### src/rtl/psu_pkg.sv
// shared types, constants and helpers of the png scanline unfilter
// no dependencies
`default_nettype none

package psu_pkg;

    localparam int MAX_ROW_BYTES = 16384;
    localparam int COL_W         = $clog2(MAX_ROW_BYTES);
    localparam int LEN_W         = $clog2(MAX_ROW_BYTES + 1);
    localparam int CFG_LEN_W     = 15;
    localparam int CFG_BPP_W     = 3;
    localparam int MAX_BPP       = 4;
    localparam int PH_W          = 2;
    localparam int APB_ADDR_W    = 3;
    localparam int APB_DATA_W    = 32;
    localparam logic [3:0] PHASE_WRAP = 4'd11;

    localparam logic [0:0] REG_ROW_LENGTH      = 1'b0;
    localparam logic [0:0] REG_BYTES_PER_PIXEL = 1'b1;

    typedef enum logic [2:0] {
        FLT_NONE  = 3'd0,
        FLT_SUB   = 3'd1,
        FLT_UP    = 3'd2,
        FLT_AVG   = 3'd3,
        FLT_PAETH = 3'd4
    } filter_t;

    localparam logic [7:0] MAX_FILTER_CODE = 8'd4;

    typedef struct packed {
        logic [7:0] data_byte;
        logic       image_start;
    } in_item_t;

    typedef struct packed {
        logic [7:0] pixel_byte;
        logic       row_end;
        logic       filter_error;
    } out_item_t;

    typedef struct packed {
        logic [LEN_W-1:0]     row_len;
        logic [CFG_BPP_W-1:0] bpp;
    } cfg_t;

    // one sample byte handed from the front end to the reconstruction stage
    typedef struct packed {
        logic [7:0]       data_byte;
        filter_t          filter;
        logic             first_row;
        logic             last;
        logic             bad;
        logic [PH_W-1:0]  ph;
        logic [COL_W-1:0] col;
    } issue_t;

    typedef struct packed {
        logic             en;
        logic [COL_W-1:0] addr;
        logic [7:0]       data;
    } row_wr_t;

    // column mod bpp from column mod 12 (12 is a multiple of every bpp)
    function automatic logic [PH_W-1:0] phase_of(input logic [3:0] mod12,
                                                 input logic [CFG_BPP_W-1:0] bpp);
        logic [PH_W-1:0] ph;
        ph = '0;
        case (bpp)
            3'd2: ph = {1'b0, mod12[0]};
            3'd3: begin
                case (mod12)
                    4'd1, 4'd4, 4'd7, 4'd10: ph = 2'd1;
                    4'd2, 4'd5, 4'd8, 4'd11: ph = 2'd2;
                    default:                 ph = 2'd0;
                endcase
            end
            3'd4: ph = mod12[1:0];
            default: ph = '0;
        endcase
        return ph;
    endfunction

endpackage

`default_nettype wire

### src/rtl/psu_recon.sv
// reconstruction stage: pixel histories, predictor, row store write back
// and result register; depends on psu_pkg
`default_nettype none

module psu_recon
    import psu_pkg::*;
(
    input  wire logic       aclk,
    input  wire logic       aresetn,
    input  wire logic       issue_valid,
    input  issue_t          issue,
    input  wire logic       hist_clear,
    input  wire logic [7:0] above_byte,
    output logic            stage_ready,
    output row_wr_t         row_wr,
    output logic            m_valid,
    input  wire logic       m_ready,
    output out_item_t       m_data
);

    logic       s1_valid_reg, s1_valid_next;
    issue_t     s1_reg;
    logic [7:0] left_reg [MAX_BPP];
    logic [7:0] above_left_reg [MAX_BPP];
    logic       out_valid_reg, out_valid_next;
    out_item_t  out_reg;

    logic       adv;
    logic [7:0] a, b, c, pred, x;
    logic [8:0] ab_sum;
    logic signed [9:0] d_bc, d_ac, d_abc;
    logic [9:0] pa, pb, pc;

    function automatic logic [9:0] abs10(input logic signed [9:0] v);
        return v[9] ? 10'(-v) : 10'(v);
    endfunction

    assign adv         = s1_valid_reg && (!out_valid_reg || m_ready);
    assign stage_ready = !s1_valid_reg || adv;

    assign a = left_reg[s1_reg.ph];
    assign c = above_left_reg[s1_reg.ph];
    assign b = s1_reg.first_row ? 8'd0 : above_byte;

    assign ab_sum = {1'b0, a} + {1'b0, b};
    assign d_bc   = $signed({2'b00, b}) - $signed({2'b00, c});
    assign d_ac   = $signed({2'b00, a}) - $signed({2'b00, c});
    assign d_abc  = d_bc + d_ac;
    assign pa     = abs10(d_bc);
    assign pb     = abs10(d_ac);
    assign pc     = abs10(d_abc);

    always_comb begin
        case (s1_reg.filter)
            FLT_SUB:   pred = a;
            FLT_UP:    pred = b;
            FLT_AVG:   pred = ab_sum[8:1];
            FLT_PAETH: begin
                if (pa <= pb && pa <= pc) begin
                    pred = a;
                end else if (pb <= pc) begin
                    pred = b;
                end else begin
                    pred = c;
                end
            end
            default:   pred = 8'd0;
        endcase
    end

    assign x = s1_reg.data_byte + pred;

    assign row_wr.en   = adv;
    assign row_wr.addr = s1_reg.col;
    assign row_wr.data = x;

    always_comb begin
        s1_valid_next = s1_valid_reg;
        if (issue_valid) begin
            s1_valid_next = 1'b1;
        end else if (adv) begin
            s1_valid_next = 1'b0;
        end
        out_valid_next = out_valid_reg;
        if (adv) begin
            out_valid_next = 1'b1;
        end else if (m_ready) begin
            out_valid_next = 1'b0;
        end
    end

    always_ff @(posedge aclk) begin
        if (!aresetn) begin
            s1_valid_reg  <= 1'b0;
            out_valid_reg <= 1'b0;
            for (int i = 0; i < MAX_BPP; i++) begin
                left_reg[PH_W'(i)]       <= 8'd0;
                above_left_reg[PH_W'(i)] <= 8'd0;
            end
        end else begin
            s1_valid_reg  <= s1_valid_next;
            out_valid_reg <= out_valid_next;
            // a filter byte starts a new row and wins over a late write
            if (hist_clear) begin
                for (int i = 0; i < MAX_BPP; i++) begin
                    left_reg[PH_W'(i)]       <= 8'd0;
                    above_left_reg[PH_W'(i)] <= 8'd0;
                end
            end else if (adv) begin
                left_reg[s1_reg.ph]       <= x;
                above_left_reg[s1_reg.ph] <= b;
            end
        end
    end

    always_ff @(posedge aclk) begin
        if (issue_valid) begin
            s1_reg <= issue;
        end
        if (adv) begin
            out_reg.pixel_byte   <= x;
            out_reg.row_end      <= s1_reg.last;
            out_reg.filter_error <= s1_reg.bad;
        end
    end

    assign m_valid = out_valid_reg;
    assign m_data  = out_reg;

endmodule

`default_nettype wire

### config.mk
export PLATFORM = sky130hd
export DESIGN_NAME = psu_recon
export DESIGN_NICKNAME = d
export VERILOG_FILES = /design/src/rtl/psu_pkg.sv /design/src/rtl/psu_recon.sv
export SDC_FILE = /design/constraint.sdc
export NUM_CORES = 1
export LEC_CHECK = 0
export ABC_AREA = 1
export BUFFER_PORTS_ARGS = -buffer_cell sky130_fd_sc_hd__buf_4
export CAP_MARGIN = 0
export CORE_MARGIN = 1.5
export CORE_UTILIZATION = 61
export CTS_BUF_LIST = sky130_fd_sc_hd__clkbuf_2
export DETAILED_ROUTE_END_ITERATION = 6
export GPL_TIMING_DRIVEN = 0
export MAX_ROUTING_LAYER = met4
export PLACE_DENSITY_LB_ADDON = 0.1
export SETUP_SLACK_MARGIN = 0.3
export SLEW_MARGIN = 20
export SYNTH_ARGS = -nofsm -noshare
export SYNTH_HDL_FRONTEND = slang
export SYNTH_SLANG_ARGS = --single-unit
### constraint.sdc
create_clock -name aclk -period 8.1 [get_ports aclk]
set_input_delay 0.81 -clock aclk [delete_from_list [all_inputs] [get_ports aclk]]
set_output_delay 0.81 -clock aclk [all_outputs]
set_load 0.03 [all_outputs]
==> impl_metrics.env <==
export IMPL_status="complete, but fails checks"
export IMPL_failed_checks="negative setup slack"
export IMPL_cpMaxStageDelayCell="dfxtp_4"
export IMPL_timing_setup_critical_path_class="flop to output pin"
export IMPL_grt_pass1_vias=6715
export IMPL_tritoncts_clock_tree="built"
export IMPL_relSlewSlack_pct=32.92
export IMPL_gr_usage_all_layers_pct=32.89
export IMPL_placedInstanceArea_um2=8382
export IMPL_largest_net_degree_at_the_start_of_global_routing=36
export IMPL_drt_pre_antenna_iters=7
export IMPL_timing_critical_path_from_type="flop"
export IMPL_worst_slew_pin_slew_ns=0.9985
export IMPL_power_density_cell_area_nw_per_um2=372.2
export IMPL_max_vdd_ir_drop_v=0.0003232
export IMPL_crit_required_ns=7.29
export IMPL_routed_wire_length_per_instance_um=18.73
export IMPL_rsz_0062_raised_after_global_routing="yes"
export IMPL_ant_nets=0
export IMPL_p_leak_nw=4.712
export IMPL_clk_transition_reported_paths_ns=0.29
export IMPL_dieHeight_um=114.5
export IMPL_synth_edff_count=104
export IMPL_setup_viol=4
export IMPL_clock_root_buffer="clkbuf_2"
export IMPL_ys_seq_area_share_pct=42.22
export IMPL_syn2layout_area_growth_pct=34.97
export IMPL_synthDistinctLibCells=44
export IMPL_rows=40
export IMPL_routed_via_count=7482
export IMPL_clkSinkCount=108
export IMPL_hold_class="input pin to flop"
export IMPL_timing_hold_worst_start="issue[15]"
export IMPL_post_route_period_util_pct=101.9
export IMPL_cts_max_level=3
export IMPL_initial_utilization_pct=62.89
export IMPL_detail_route_iter0_violations=1250
export IMPL_max_cap_violations=0
export IMPL_die_w_um=114.5
export IMPL_fillers=657
export IMPL_clockBufferDepth=2
export IMPL_place_congestion=0.9111
export IMPL_first_pass_grt_wire_length_mm=32.18
export IMPL_postRouteWirelength_mm=23.54
export IMPL_ff2ff_path_depth=47
export IMPL_timing_critical_path_slowest_cell_delay_ns=0.45
export IMPL_syn_inst=901
export IMPL_drive_gt1_share_pct=34.83
export IMPL_post_synthesis_async_set_or_reset_flop_share_pct=0
export IMPL_worst_path_most_repeated_cell="nand2_1"
export IMPL_synth_most_common_cell="nand2_1"
export IMPL_synth_top_cells_by_area="edfxtp_1 41%, ha_1 12%, nand2_1 9.5%"
export IMPL_post_synthesis_cell_area_um2=7586
export IMPL_worstHoldPathCells=1
export IMPL_synth_top_cell_area_share_pct=41.17
export IMPL_port_buffer_count=77
export IMPL_fin_area_um2=10240
export IMPL_nNetsFinal=1202
export IMPL_internal_reg_to_reg_setup_slack_ns=1.05
export IMPL_overflow_left_after_global_routing=0
export IMPL_core_region_area_um2=12060
export IMPL_tritoncts_num_buffers=9
export IMPL_post_route_drc_violation_count=0
export IMPL_dpl_hpwl_mm=13.85
export IMPL_synth_top_cell_by_area="edfxtp_1"
export IMPL_initial_antenna_violation_count=1
export IMPL_achievable_frequency_mhz=121.2
export IMPL_vias_per_cell=5.952
export IMPL_synth_ff_latch_count=108
export IMPL_finalWorstPathRequiredPeriod_ns=8.250
export IMPL_cts_hold_fix_buffers=0
export IMPL_final_setup_worst_slack_ns=-0.1502
export IMPL_timing_hold_worst_endpoint="s1_reg[15]"
export IMPL_post_synth_cell_area_avg_um2=8.420
export IMPL_critical_path_arrival_ns=7.44
export IMPL_worst_path_max_fanout=8
export IMPL_pre_cts_slack_ns=-0.9247
export IMPL_slew_viol_final=0
export IMPL_setup_tns_ns=-0.3676
export IMPL_final_setup_skew_ns=0.06276
export IMPL_yosys_warnings=0
export IMPL_io_pins=78
export IMPL_fp_dieArea_um2=13110
export IMPL_synth_flop_cell="edfxtp_1"
export IMPL_final_hold_violation_count=0
export IMPL_crit_reg2reg_capture="left_reg[1][6]"
export IMPL_clk_latency_ns=0.64
export IMPL_worstSetupEndpointType="output pin"
export IMPL_synth_top_cells_by_count="191 x nand2_1, 122 x inv_1, 113 x nor2_1"
==> per-layer routing <==
layer | routed length [um] | up-vias | track usage, %
met5 | 0 | - | -
met4 | 1009 | 0 | 10.00
met3 | 2477 | 125 | 4.129
met2 | 11100 | 543 | 52.69
met1 | 8960 | 3446 | 44.12
li1 | - | 3368 | -
==> cells in the final DEF, fill, tap and decap left out, drive strengths merged <==
cell,n
or2,2
o21ai,40
xnor2,5
clkbuf,21
ha,71
dfxtp,4
nor2,116
o22ai,10
o21bai,3
conb,4
nand3b,7
a211oi,1
o31ai,2
o211ai,12
a21o,1
a32oi,1
o221ai,2
a21boi,2
edfxtp,104
o2111ai,4
diode,1
inv,129
a21oi,42
buf,188
clkinv,3
a31oi,1
bufinv,2
a32o,5
nand2,205
xor2,23
fa,5
o21a,3
nor3,9
nand4,13
nand3,48
==> power breakdown <==
group          leakage [nW]  internal (mW)  total (mW)  switching, mW
sequential             1.14          0.657       0.671         0.0141
clock                0.0895          0.109       0.299          0.190
combinational          3.49           1.21        2.84           1.63
==> stage by stage <==
step / power, mW / util (%) / std cells / hold WS, ns
floorplan: 2.032 / - / 903 / 0.4003
global placement: 2.399 / 69.49 / 1148 / 0.4032
detailed placement: 2.448 / 69.49 / 1148 / 0.4070
CTS: 3.196 / 78.86 / 1218 / 0.3151
global route: 4.041 / 84.89 / 1257 / 0.3221
finish: 3.811 / 84.89 / 1257 / 0.3538
==> worst max-delay path, delay by kind of cell (launching register included) <==
kind	cells	cell delay [ns]
AOI/OAI and AO/OA	8	1.50
buffers and inverters	13	1.49
and+or+nand+nor	16	1.42
adders and majority gates	5	1.40
xor gates and xnor gates	2	0.56
DFF	1	0.45
==> cell families after synthesis <==
group	after synthesis	synth area share, %
buffers and inverters	158	8.709
flip-flops	108	42.22
adder cells (fa/ha/maj)	76	13.03
AND/OR/NAND/NOR	400	22.55
AO/OA/AOI/OAI	129	10.16
other	2	0.09900
XOR/XNOR	28	3.233
==> area by class of cell <==
cell class                 instances  area (um2)  share of cell area, %
timing repair buffer             169        1338                  13.06
clock buffer                       9       45.04                 0.4399
inverter                         127       488.0                  4.766
multi-input combinational        637        4513                  44.08
antenna                            1       2.502                0.02444
tap                              168       210.2                  2.053
buffer                            31       325.3                  3.177
sequential                       108        3211                  31.36
clock inverter                     7       106.4                  1.039
==> timing repair <==
| action | 4_1_cts | 5_1_grt |
|---|---|---|
| setup endpoints to repair | 32 | 7 |
| buffers inserted | 52 | 37 |
| gates resized for setup | 137 | 95 |
| endpoints found under the hold margin | 0 | 0 |
| pin swaps | 48 | 87 |
| cloned | 2 | 1 |
==> how the worst max path moves through the flow <==
stage                           end  start  depth (start not counted)  slack (ns)
after floorplan           row_wr[6]   flop                         42        0.68
after global placement    row_wr[6]   flop                         43       -0.81
after detailed placement  row_wr[6]   flop                         43       -0.92
after CTS                 row_wr[7]   flop                         53        0.28
after global routing      row_wr[6]   flop                         41       -0.51
final                     row_wr[4]   flop                         44       -0.15
No activity file was read; power rests on OpenSTA's default activity.
