[src/rtl/psu_pkg.sv]
// shared types, constants and helpers of the png scanline unfilter
// no dependencies
`default_nettype none

package psu_pkg;

    localparam int MAX_ROW_BYTES = 16384;
    localparam int COL_W         = $clog2(MAX_ROW_BYTES);
    localparam int LEN_W         = $clog2(MAX_ROW_BYTES + 1);
    localparam int CFG_LEN_W     = 15;
    localparam int CFG_BPP_W     = 3;
    localparam int MAX_BPP       = 4;
    localparam int PH_W          = 2;
    localparam int APB_ADDR_W    = 3;
    localparam int APB_DATA_W    = 32;
    localparam logic [3:0] PHASE_WRAP = 4'd11;

    localparam logic [0:0] REG_ROW_LENGTH      = 1'b0;
    localparam logic [0:0] REG_BYTES_PER_PIXEL = 1'b1;

    typedef enum logic [2:0] {
        FLT_NONE  = 3'd0,
        FLT_SUB   = 3'd1,
        FLT_UP    = 3'd2,
        FLT_AVG   = 3'd3,
        FLT_PAETH = 3'd4
    } filter_t;

    localparam logic [7:0] MAX_FILTER_CODE = 8'd4;

    typedef struct packed {
        logic [7:0] data_byte;
        logic       image_start;
    } in_item_t;

    typedef struct packed {
        logic [7:0] pixel_byte;
        logic       row_end;
        logic       filter_error;
    } out_item_t;

    typedef struct packed {
        logic [LEN_W-1:0]     row_len;
        logic [CFG_BPP_W-1:0] bpp;
    } cfg_t;

    // one sample byte handed from the front end to the reconstruction stage
    typedef struct packed {
        logic [7:0]       data_byte;
        filter_t          filter;
        logic             first_row;
        logic             last;
        logic             bad;
        logic [PH_W-1:0]  ph;
        logic [COL_W-1:0] col;
    } issue_t;

    typedef struct packed {
        logic             en;
        logic [COL_W-1:0] addr;
        logic [7:0]       data;
    } row_wr_t;

    // column mod bpp from column mod 12 (12 is a multiple of every bpp)
    function automatic logic [PH_W-1:0] phase_of(input logic [3:0] mod12,
                                                 input logic [CFG_BPP_W-1:0] bpp);
        logic [PH_W-1:0] ph;
        ph = '0;
        case (bpp)
            3'd2: ph = {1'b0, mod12[0]};
            3'd3: begin
                case (mod12)
                    4'd1, 4'd4, 4'd7, 4'd10: ph = 2'd1;
                    4'd2, 4'd5, 4'd8, 4'd11: ph = 2'd2;
                    default:                 ph = 2'd0;
                endcase
            end
            3'd4: ph = mod12[1:0];
            default: ph = '0;
        endcase
        return ph;
    endfunction

endpackage

`default_nettype wire

[src/rtl/psu_regs.sv]
// apb configuration registers: row length and bytes per pixel, with clamping
// depends on psu_pkg
`default_nettype none

module psu_regs
    import psu_pkg::*;
(
    input  wire logic                  aclk,
    input  wire logic                  aresetn,
    input  wire logic                  psel,
    input  wire logic                  penable,
    input  wire logic                  pwrite,
    input  wire logic [APB_ADDR_W-1:0] paddr,
    input  wire logic [APB_DATA_W-1:0] pwdata,
    output logic      [APB_DATA_W-1:0] prdata,
    output cfg_t                       cfg
);

    logic [CFG_LEN_W-1:0] row_length_reg;
    logic [CFG_BPP_W-1:0] bpp_reg;
    logic                 wr_en;

    assign wr_en = psel && penable && pwrite;

    always_ff @(posedge aclk) begin
        if (!aresetn) begin
            row_length_reg <= CFG_LEN_W'(1);
            bpp_reg        <= CFG_BPP_W'(1);
        end else if (wr_en) begin
            if (paddr[2] == REG_ROW_LENGTH) begin
                row_length_reg <= pwdata[CFG_LEN_W-1:0];
            end else begin
                bpp_reg <= pwdata[CFG_BPP_W-1:0];
            end
        end
    end

    always_comb begin
        if (paddr[2] == REG_BYTES_PER_PIXEL) begin
            prdata = APB_DATA_W'(bpp_reg);
        end else begin
            prdata = APB_DATA_W'(row_length_reg);
        end
    end

    // out of range values act as the nearest legal one
    always_comb begin
        if (row_length_reg == '0) begin
            cfg.row_len = LEN_W'(1);
        end else if (32'(row_length_reg) > 32'(MAX_ROW_BYTES)) begin
            cfg.row_len = LEN_W'(MAX_ROW_BYTES);
        end else begin
            cfg.row_len = LEN_W'(row_length_reg);
        end
        if (bpp_reg == '0) begin
            cfg.bpp = CFG_BPP_W'(1);
        end else if (32'(bpp_reg) > 32'(MAX_BPP)) begin
            cfg.bpp = CFG_BPP_W'(MAX_BPP);
        end else begin
            cfg.bpp = bpp_reg;
        end
    end

endmodule

`default_nettype wire

[config.mk]
export PLATFORM = sky130hd
export DESIGN_NAME = psu_regs
export DESIGN_NICKNAME = d
export VERILOG_FILES = /design/src/rtl/psu_pkg.sv /design/src/rtl/psu_regs.sv
export SDC_FILE = /design/constraint.sdc
export NUM_CORES = 1
export LEC_CHECK = 0
export BUFFER_PORTS_ARGS = -buffer_cell sky130_fd_sc_hd__buf_2
export CAP_MARGIN = 15
export CORE_MARGIN = 2
export CORE_UTILIZATION = 41
export CTS_CLUSTER_DIAMETER = 30
export CTS_CLUSTER_SIZE = 12
export DETAILED_ROUTE_END_ITERATION = 7
export PLACE_DENSITY = 0.84
export SETUP_SLACK_MARGIN = 0.15
export SYNTH_ARGS = -nofsm -noshare
export SYNTH_HDL_FRONTEND = slang
export SYNTH_SLANG_ARGS = --single-unit
[constraint.sdc]
create_clock -name aclk -period 2 [get_ports aclk]
set_input_delay 0.2 -clock aclk [delete_from_list [all_inputs] [get_ports aclk]]
set_output_delay 0.2 -clock aclk [all_outputs]
set_load 0.03 [all_outputs]
==> load_flow_metrics.sql, run 1 <==
INSERT INTO impl_metrics (metric_group, metric, value, unit) VALUES
('floorplan', 'num_io_pins', '90', ''),
('clock_tree', 'cts_made_buffers', '3', ''),
('power_and_ir_drop', 'power.share.clock', '0.300', ''),
('power_and_ir_drop', 'leakage_power', '0.697', 'nW'),
('routing', 'ant_nets', '0', ''),
('routing', 'drt_pre_antenna_iters', '4', ''),
('logic_synthesis', 'synth_commonest_cells', 'sky130_fd_sc_hd__nor2b_1, sky130_fd_sc_hd__dfxtp_1, sky130_fd_sc_hd__buf_4', ''),
('power_and_ir_drop', 'cellInternalPower', '0.517', 'mW'),
('critical_path', 'critPathCaptureType', 'primary output', ''),
('timing', 'slew_headroom', '0.653', ''),
('power_and_ir_drop', 'power_density', '576', 'nW/um^2'),
('timing', 'hold-worst-slack', '127', 'ps'),
('grt', 'antenna_found_initial', '0', ''),
('finish', 'final-instance-count-excl-fill', '211', ''),
('timing', 'max_slew.worst_pin.slew', '521', 'ps'),
('floorplan', 'initial_utilization', '0.437', ''),
('floorplan', 'die_width', '55.9', 'um'),
('floorplan', 'die_area', '3120', 'um^2'),
('logic_synthesis', 'yosys_warnings', '0', ''),
('routing', 'detail_route.drc_violations', '0', ''),
('logic_synthesis', 'synth.largest_area_cell', 'sky130_fd_sc_hd__dfxtp_1', ''),
('grt', 'track_usage', '0.147', ''),
('clock_tree', 'clock_tree.buffer_depth', '2', ''),
('power_and_ir_drop', 'total_power_consumption_of_the_routed_design', '0.747', 'mW'),
('logic_synthesis', 'syn_inst', '136', ''),
('floorplan', 'design.core.area', '2520', 'um^2'),
('clock_tree', 'clk_root_buffer_cell', 'sky130_fd_sc_hd__clkbuf_4', ''),
('power_and_ir_drop', 'fraction_of_power_consumed_by_combinational_cells', '0.199', ''),
('logic_synthesis', 'postSynth.asyncResetShare', '0', ''),
('placed_design', 'post-place-cells', '207', ''),
('power_and_ir_drop', 'power_switching', '0.231', 'mW'),
('power_and_ir_drop', 'power.share.switching', '0.309', ''),
('finish', 'drive_gt1_frac', '0.376', ''),
('logic_synthesis', 'syn-cell-area', '1100', 'um^2'),
('timing', 'post-route-min-period', '1640', 'ps'),
('critical_path', 'setup_cp_type', 'flop to primary output', ''),
('clock_tree', 'clock-sinks', '18', ''),
('critical_path', 'crit_fanout', '4', ''),
('grt', 'grt_pass1_wl', '3.68', 'mm'),
('logic_synthesis', 'synthTopCellsByArea', 'sky130_fd_sc_hd__dfxtp_1, sky130_fd_sc_hd__nor2b_1, sky130_fd_sc_hd__buf_4', ''),
('placed_design', 'post-dp-hpwl', '1.77', 'mm'),
('routing', 'num_vias', '978', ''),
('logic_synthesis', 'netlist-cell-type-count', '26', ''),
('placed_design', 'port-buffer-count', '53', ''),
('timing', 'maxClockFrequency', '611', 'MHz'),
('placed_design', 'gp_congestion', '0.685', ''),
('critical_path', 'critPathRequiredTime', '1800', 'ps'),
('floorplan', 'placementRows', '18', ''),
('routing', 'avgRoutedWirePerCell', '10.9', 'um'),
('clock_tree', 'path_clk_slew', '110', 'ps'),
('finish', 'number_of_flip_flops_in_the_largest_register', '15', ''),
('timing', 'post-route-period-util', '0.818', ''),
('finish', 'antenna_cells', '0', ''),
('logic_synthesis', 'ys_seq_elements', '18', ''),
('routing', 'totalWireLength', '2.31', 'mm'),
('clock_tree', 'clock_insertion_delay_worst_skew', '290', 'ps'),
('floorplan', 'dieHeight', '55.9', 'um'),
('critical_path', 'cp_data_arrival_time', '1440', 'ps'),
('logic_synthesis', 'synth-main-ff-cell', 'sky130_fd_sc_hd__dfxtp_1', ''),
('timing', 'timing.clock.skew', '0', 'ps'),
('clock_tree', 'cts_hold_buffers', '0', ''),
('timing', 'rsz0062_at_grt', 'false', ''),
('timing', 'setup-tns-final', '0', 'ps'),
('run', 'timing.max_cap.violations', '0', ''),
('grt', 'vias_in_the_first_global_route', '832', ''),
('hold_path', 'min-delay-path-class', 'input pin to flop', ''),
('timing', 'drv_slew', '0', ''),
('logic_synthesis', 'synth_edf_count', '0', ''),
('clock_tree', 'post-cts-setup-buffers', '0', ''),
('status', 'run_status', 'finished clean', ''),
('grt', 'gr-total-overflow', '0', '');
## placed cells by master, fill, tap and decap left out
cell type	count
sky130_fd_sc_hd__o21ai_1	6
sky130_fd_sc_hd__o21ai_2	4
sky130_fd_sc_hd__mux2i_1	2
sky130_fd_sc_hd__inv_1	1
sky130_fd_sc_hd__nor2b_1	24
sky130_fd_sc_hd__nor2_1	2
sky130_fd_sc_hd__nor4_1	2
sky130_fd_sc_hd__nor3_1	1
sky130_fd_sc_hd__a41oi_1	1
sky130_fd_sc_hd__dfxtp_1	18
sky130_fd_sc_hd__conb_1	17
sky130_fd_sc_hd__and2b_2	2
sky130_fd_sc_hd__a21oi_1	1
sky130_fd_sc_hd__o21ai_0	6
sky130_fd_sc_hd__nand3_1	15
sky130_fd_sc_hd__nand2_1	16
sky130_fd_sc_hd__nand4b_4	1
sky130_fd_sc_hd__clkbuf_4	3
sky130_fd_sc_hd__mux2_2	3
sky130_fd_sc_hd__clkbuf_8	1
sky130_fd_sc_hd__nand3_2	1
sky130_fd_sc_hd__nand4_1	1
sky130_fd_sc_hd__buf_2	53
## layout make-up
type / instances / area (um^2) / area share
clock buffer: 4 / 36.3 / 0.0280
inverter: 1 / 3.75 / 0.00289
multi-input combinational: 105 / 594 / 0.458
sequential: 18 / 360 / 0.278
tap: 30 / 37.5 / 0.0289
timing repair buffer: 53 / 265 / 0.204
## cell families (layout without fill, tap and decap cells)
logic type      after synthesis  count (layout)  share of synthesized area
mux                           5               5                     0.0488
other cells                   1              17                    0.00340
compound gates               18              18                     0.0986
flops                        18              18                      0.327
simple gates                 65              65                      0.333
buf+inv                      29              58                      0.189
## final timing paths
check,startpoint,endpoint,slack [ps],cells after the start
min,pwdata[11],row_length_reg[11]$_SDFFE_PN0P_,130,3
min reg2reg,row_length_reg[12]$_SDFFE_PN0P_,row_length_reg[12]$_SDFFE_PN0P_,490,2
max,row_length_reg[8]$_SDFFE_PN0P_,cfg[3],360,4
max reg2reg,row_length_reg[14]$_SDFFE_PN0P_,row_length_reg[14]$_SDFFE_PN0P_,1060,2
## per-stage QoR
| step | setup slack, ps | util |
|---|---|---|
| floorplan | 686 | - |
| global placement | 655 | 0.500 |
| detailed placement | 647 | 0.500 |
| CTS | 385 | 0.514 |
| global route | 195 | 0.514 |
| finish | 364 | 0.514 |
## worst max-delay path, cell delays in order, from the launching register on
cell and delay (ps):
sky130_fd_sc_hd__dfxtp_1 370, sky130_fd_sc_hd__nor4_1 310, sky130_fd_sc_hd__a41oi_1 160, sky130_fd_sc_hd__nor2_1 100, sky130_fd_sc_hd__buf_2 200
## power groups by stage
stage          clock, mW  combinational, mW  sequential (mW)
3_5_place_dp           0              0.149            0.383
2_1_floorplan          0              0.144            0.380
4_1_cts            0.231              0.149            0.375
3_3_place_gp           0              0.147            0.383
6_report           0.224              0.148            0.375
5_1_grt            0.245              0.161            0.377
## per-layer routing
metal  up-vias  share of wire  wire, um  track usage
met5         -              0         0            0
met4         0          0.012        27       0.0646
met3         2          0.046       107       0.0209
met2        34           0.51      1180        0.253
met1       439           0.43       990        0.180
li1        503              -         -            -
(Power assumes the default switching activity.)
==> run 2: changes to the inputs <==
--- a/config.mk
+++ b/config.mk
@@ -8,11 +8,11 @@
 export BUFFER_PORTS_ARGS = -buffer_cell sky130_fd_sc_hd__buf_2
 export CAP_MARGIN = 15
 export CORE_MARGIN = 2
-export CORE_UTILIZATION = 41
+export CORE_UTILIZATION = 35
 export CTS_CLUSTER_DIAMETER = 30
 export CTS_CLUSTER_SIZE = 12
 export DETAILED_ROUTE_END_ITERATION = 7
-export PLACE_DENSITY = 0.84
+export PLACE_DENSITY = 0.76
 export SETUP_SLACK_MARGIN = 0.15
 export SYNTH_ARGS = -nofsm -noshare
 export SYNTH_HDL_FRONTEND = slang
==> constraint.sdc (replaced) <==
create_clock -name aclk -period 1.5 [get_ports aclk]
set_input_delay 0.15 -clock aclk [delete_from_list [all_inputs] [get_ports aclk]]
set_output_delay 0.15 -clock aclk [all_outputs]
set_load 0.03 [all_outputs]
==> load_flow_metrics.sql, run 2 (synthesis results as in run 1) <==
INSERT INTO impl_metrics (metric_group, metric, value, unit) VALUES
('status', 'run_status', 'finished, violations left', ''),
('status', 'failed_checks', 'negative setup slack', ''),
('placed_design', 'post_place_instance_area', '1320', 'um^2'),
('finish', 'synthToLayoutAreaGrowth', '31.0', '%'),
('clock_tree', 'clock_tree.buffer_depth', '2', ''),
('clock_tree', 'cts_tree', 'yes', ''),
('floorplan', 'initial_utilization', '0.364', ''),
('grt', 'antenna_found_initial', '0', ''),
('timing', 'hold-worst-slack', '72.2', 'ps'),
('timing', 'drv_slew', '0', ''),
('timing', 'maxClockFrequency', '665', 'MHz'),
('finish', 'n_fill_cell', '316', ''),
('routing', 'detail_route.drc_violations', '0', ''),
('finish', 'drive_gt1_frac', '0.441', ''),
('run', 'timing.max_cap.violations', '0', ''),
('finish', 'final_net_count', '229', ''),
('grt', 'track_usage', '0.129', ''),
('routing', 'totalWireLength', '2.48', 'mm'),
('placed_design', 'gp_congestion', '0.740', ''),
('timing', 'setup_viol', '1', ''),
('power_and_ir_drop', 'power_density', '706', 'nW/um^2'),
('clock_tree', 'clock_insertion_delay_worst_skew', '290', 'ps'),
('clock_tree', 'cts_made_buffers', '3', ''),
('routing', 'initialDrtViolationCount', '17', ''),
('floorplan', 'num_io_pins', '90', ''),
('placed_design', 'post-dp-hpwl', '1.86', 'mm'),
('timing', 'post-route-period-util', '1.00', ''),
('routing', 'vias_per_cell', '4.30', ''),
('timing', 'fin_worst_setup_slack', '-3.96', 'ps'),
('clock_tree', 'clock-sinks', '18', ''),
('hold_path', 'worst_hold_path.num_cells', '3', ''),
('clock_tree', 'ctsHtreeMaxLevel', '1', ''),
('timing', 'rsz0062_at_grt', 'true', ''),
('timing', 'timing.clock.skew', '0', 'ps'),
('grt', 'gr-total-overflow', '0', ''),
('critical_path', 'worst-r2r-cell-count', '3', ''),
('critical_path', 'cp-startpoint', 'row_length_reg[5]$_SDFFE_PN0P_', ''),
('critical_path', 'setup_cp_type', 'flop to primary output', ''),
('finish', 'final_area', '1450', 'um^2'),
('power_and_ir_drop', 'irDropWorstVdd', '0.000256', 'V'),
('critical_path', 'cp_cell_sequence', 'nor4_4 -> a41oi_2 -> nor2_1 -> buf_4', ''),
('finish', 'finish.utilization', '0.477', ''),
('critical_path', 'worst_setup_path_start_kind', 'flop', ''),
('power_and_ir_drop', 'leakage_power', '0.751', 'nW'),
('timing', 'post-route-min-period', '1500', 'ps'),
('grt', 'vias_in_the_first_global_route', '789', ''),
('placed_design', 'port-buffer-count', '53', ''),
('critical_path', 'critPathRequiredTime', '1350', 'ps'),
('routing', 'drt_pre_antenna_iters', '4', ''),
('routing', 'ant_nets', '0', ''),
('floorplan', 'dieHeight', '60.2', 'um'),
('critical_path', 'crit_slowest_cell', 'sky130_fd_sc_hd__dfxtp_2', ''),
('finish', 'layout_commonest_cell', 'sky130_fd_sc_hd__buf_2', ''),
('critical_path', 'critPathCaptureType', 'primary output', ''),
('timing', 'final-hold-violation-count', '0', ''),
('finish', 'number_of_flip_flops_in_the_largest_register', '15', ''),
('floorplan', 'placementRows', '20', ''),
('hold_path', 'holdCritStartpoint', 'pwdata[8]', ''),
('grt', 'grt_pass1_wl', '3.55', 'mm'),
('clock_tree', 'path_clk_slew', '110', 'ps'),
('hold_path', 'min-delay-path-class', 'input pin to flop', ''),
('routing', 'num_vias', '998', ''),
('floorplan', 'die_width', '60.2', 'um'),
('grt', 'grt_max_degree', '22', ''),
('critical_path', 'worstReg2RegStart', 'row_length_reg[14]$_SDFFE_PN0P_', ''),
('critical_path', 'crit_fanout', '4', ''),
('floorplan', 'design.core.area', '3030', 'um^2'),
('critical_path', 'timing.critical_path.slowest_cell_delay', '360', 'ps'),
('routing', 'avgRoutedWirePerCell', '10.7', 'um'),
('floorplan', 'die_area', '3620', 'um^2'),
('clock_tree', 'clk_root_buffer_cell', 'sky130_fd_sc_hd__clkbuf_4', ''),
('finish', 'top_library_cells_by_usage_in_the_layout_fill_and_taps_aside', 'sky130_fd_sc_hd__buf_2, sky130_fd_sc_hd__nor2b_1, sky130_fd_sc_hd__conb_1, sky130_fd_sc_hd__buf_4, sky130_fd_sc_hd__nand2_1', ''),
('finish', 'antenna_cells', '0', ''),
('critical_path', 'cp_data_arrival_time', '1350', 'ps');
## run 2: cell count changes in the layout (fill, tap and decap cells not counted), sizes merged
| cell | delta |
|---|---|
| buf | +7 |
## run 2: report_power, final
part           internal (mW)  switching (mW)  leakage (nW)  total, mW
combinational         0.0687           0.152         0.582      0.221
clock                  0.148           0.154        0.0210      0.302
sequential             0.486          0.0116         0.148      0.497
## run 2: worst paths after layout
check | endpoint | slack [ps]
max | cfg[3] | -4
min | row_length_reg[8]$_SDFFE_PN0P_ | 70
max reg2reg | row_length_reg[14]$_SDFFE_PN0P_ | 710
min reg2reg | row_length_reg[11]$_SDFFE_PN0P_ | 500
## run 2: worst max-delay path: cells and delay by family (launching register included)
kind / cells / cell delay [ps]
DFF: 1 / 360
and+or+nand+nor: 2 / 390
buffers and inverters: 1 / 170
AOI/OAI and AO/OA: 1 / 140
## run 2: stage by stage
| stage | TNS [ps] | setup WS, ps | power, mW | std cells |
|---|---|---|---|---|
| after global routing | -100 | -100 | 1.07 | 232 |
| after global placement | 0 | 244 | 0.716 | 226 |
| final | -3.96 | -3.96 | 1.02 | 232 |
| after detailed placement | 0 | 235 | 0.718 | 226 |
| after floorplan | 0 | 236 | 0.698 | 152 |
| after CTS | 0 | 7.47 | 1.02 | 232 |
## run 2: layout make-up
cell class	instances	area [um^2]	area share
clock buffer	4	36.3	0.0251
inverter	1	3.75	0.00260
multi-input combinational	105	637	0.441
sequential	18	370	0.256
tap	44	55.1	0.0381
timing repair buffer	60	343	0.237
## run 2: what timing repair did
action                     in CTS  in global routing
setup endpoints to repair       2                 11
hold buffers                    0                  0
pin swaps                       3                  1
resized for setup               8                 22
buffers inserted                2                  0
## run 2: routing by layer
layer,global-route usage,share of wire
met1,0.166,0.44
met2,0.213,0.51
met3,0.0108,0.044
met4,0.0698,0.0089
met5,0,0
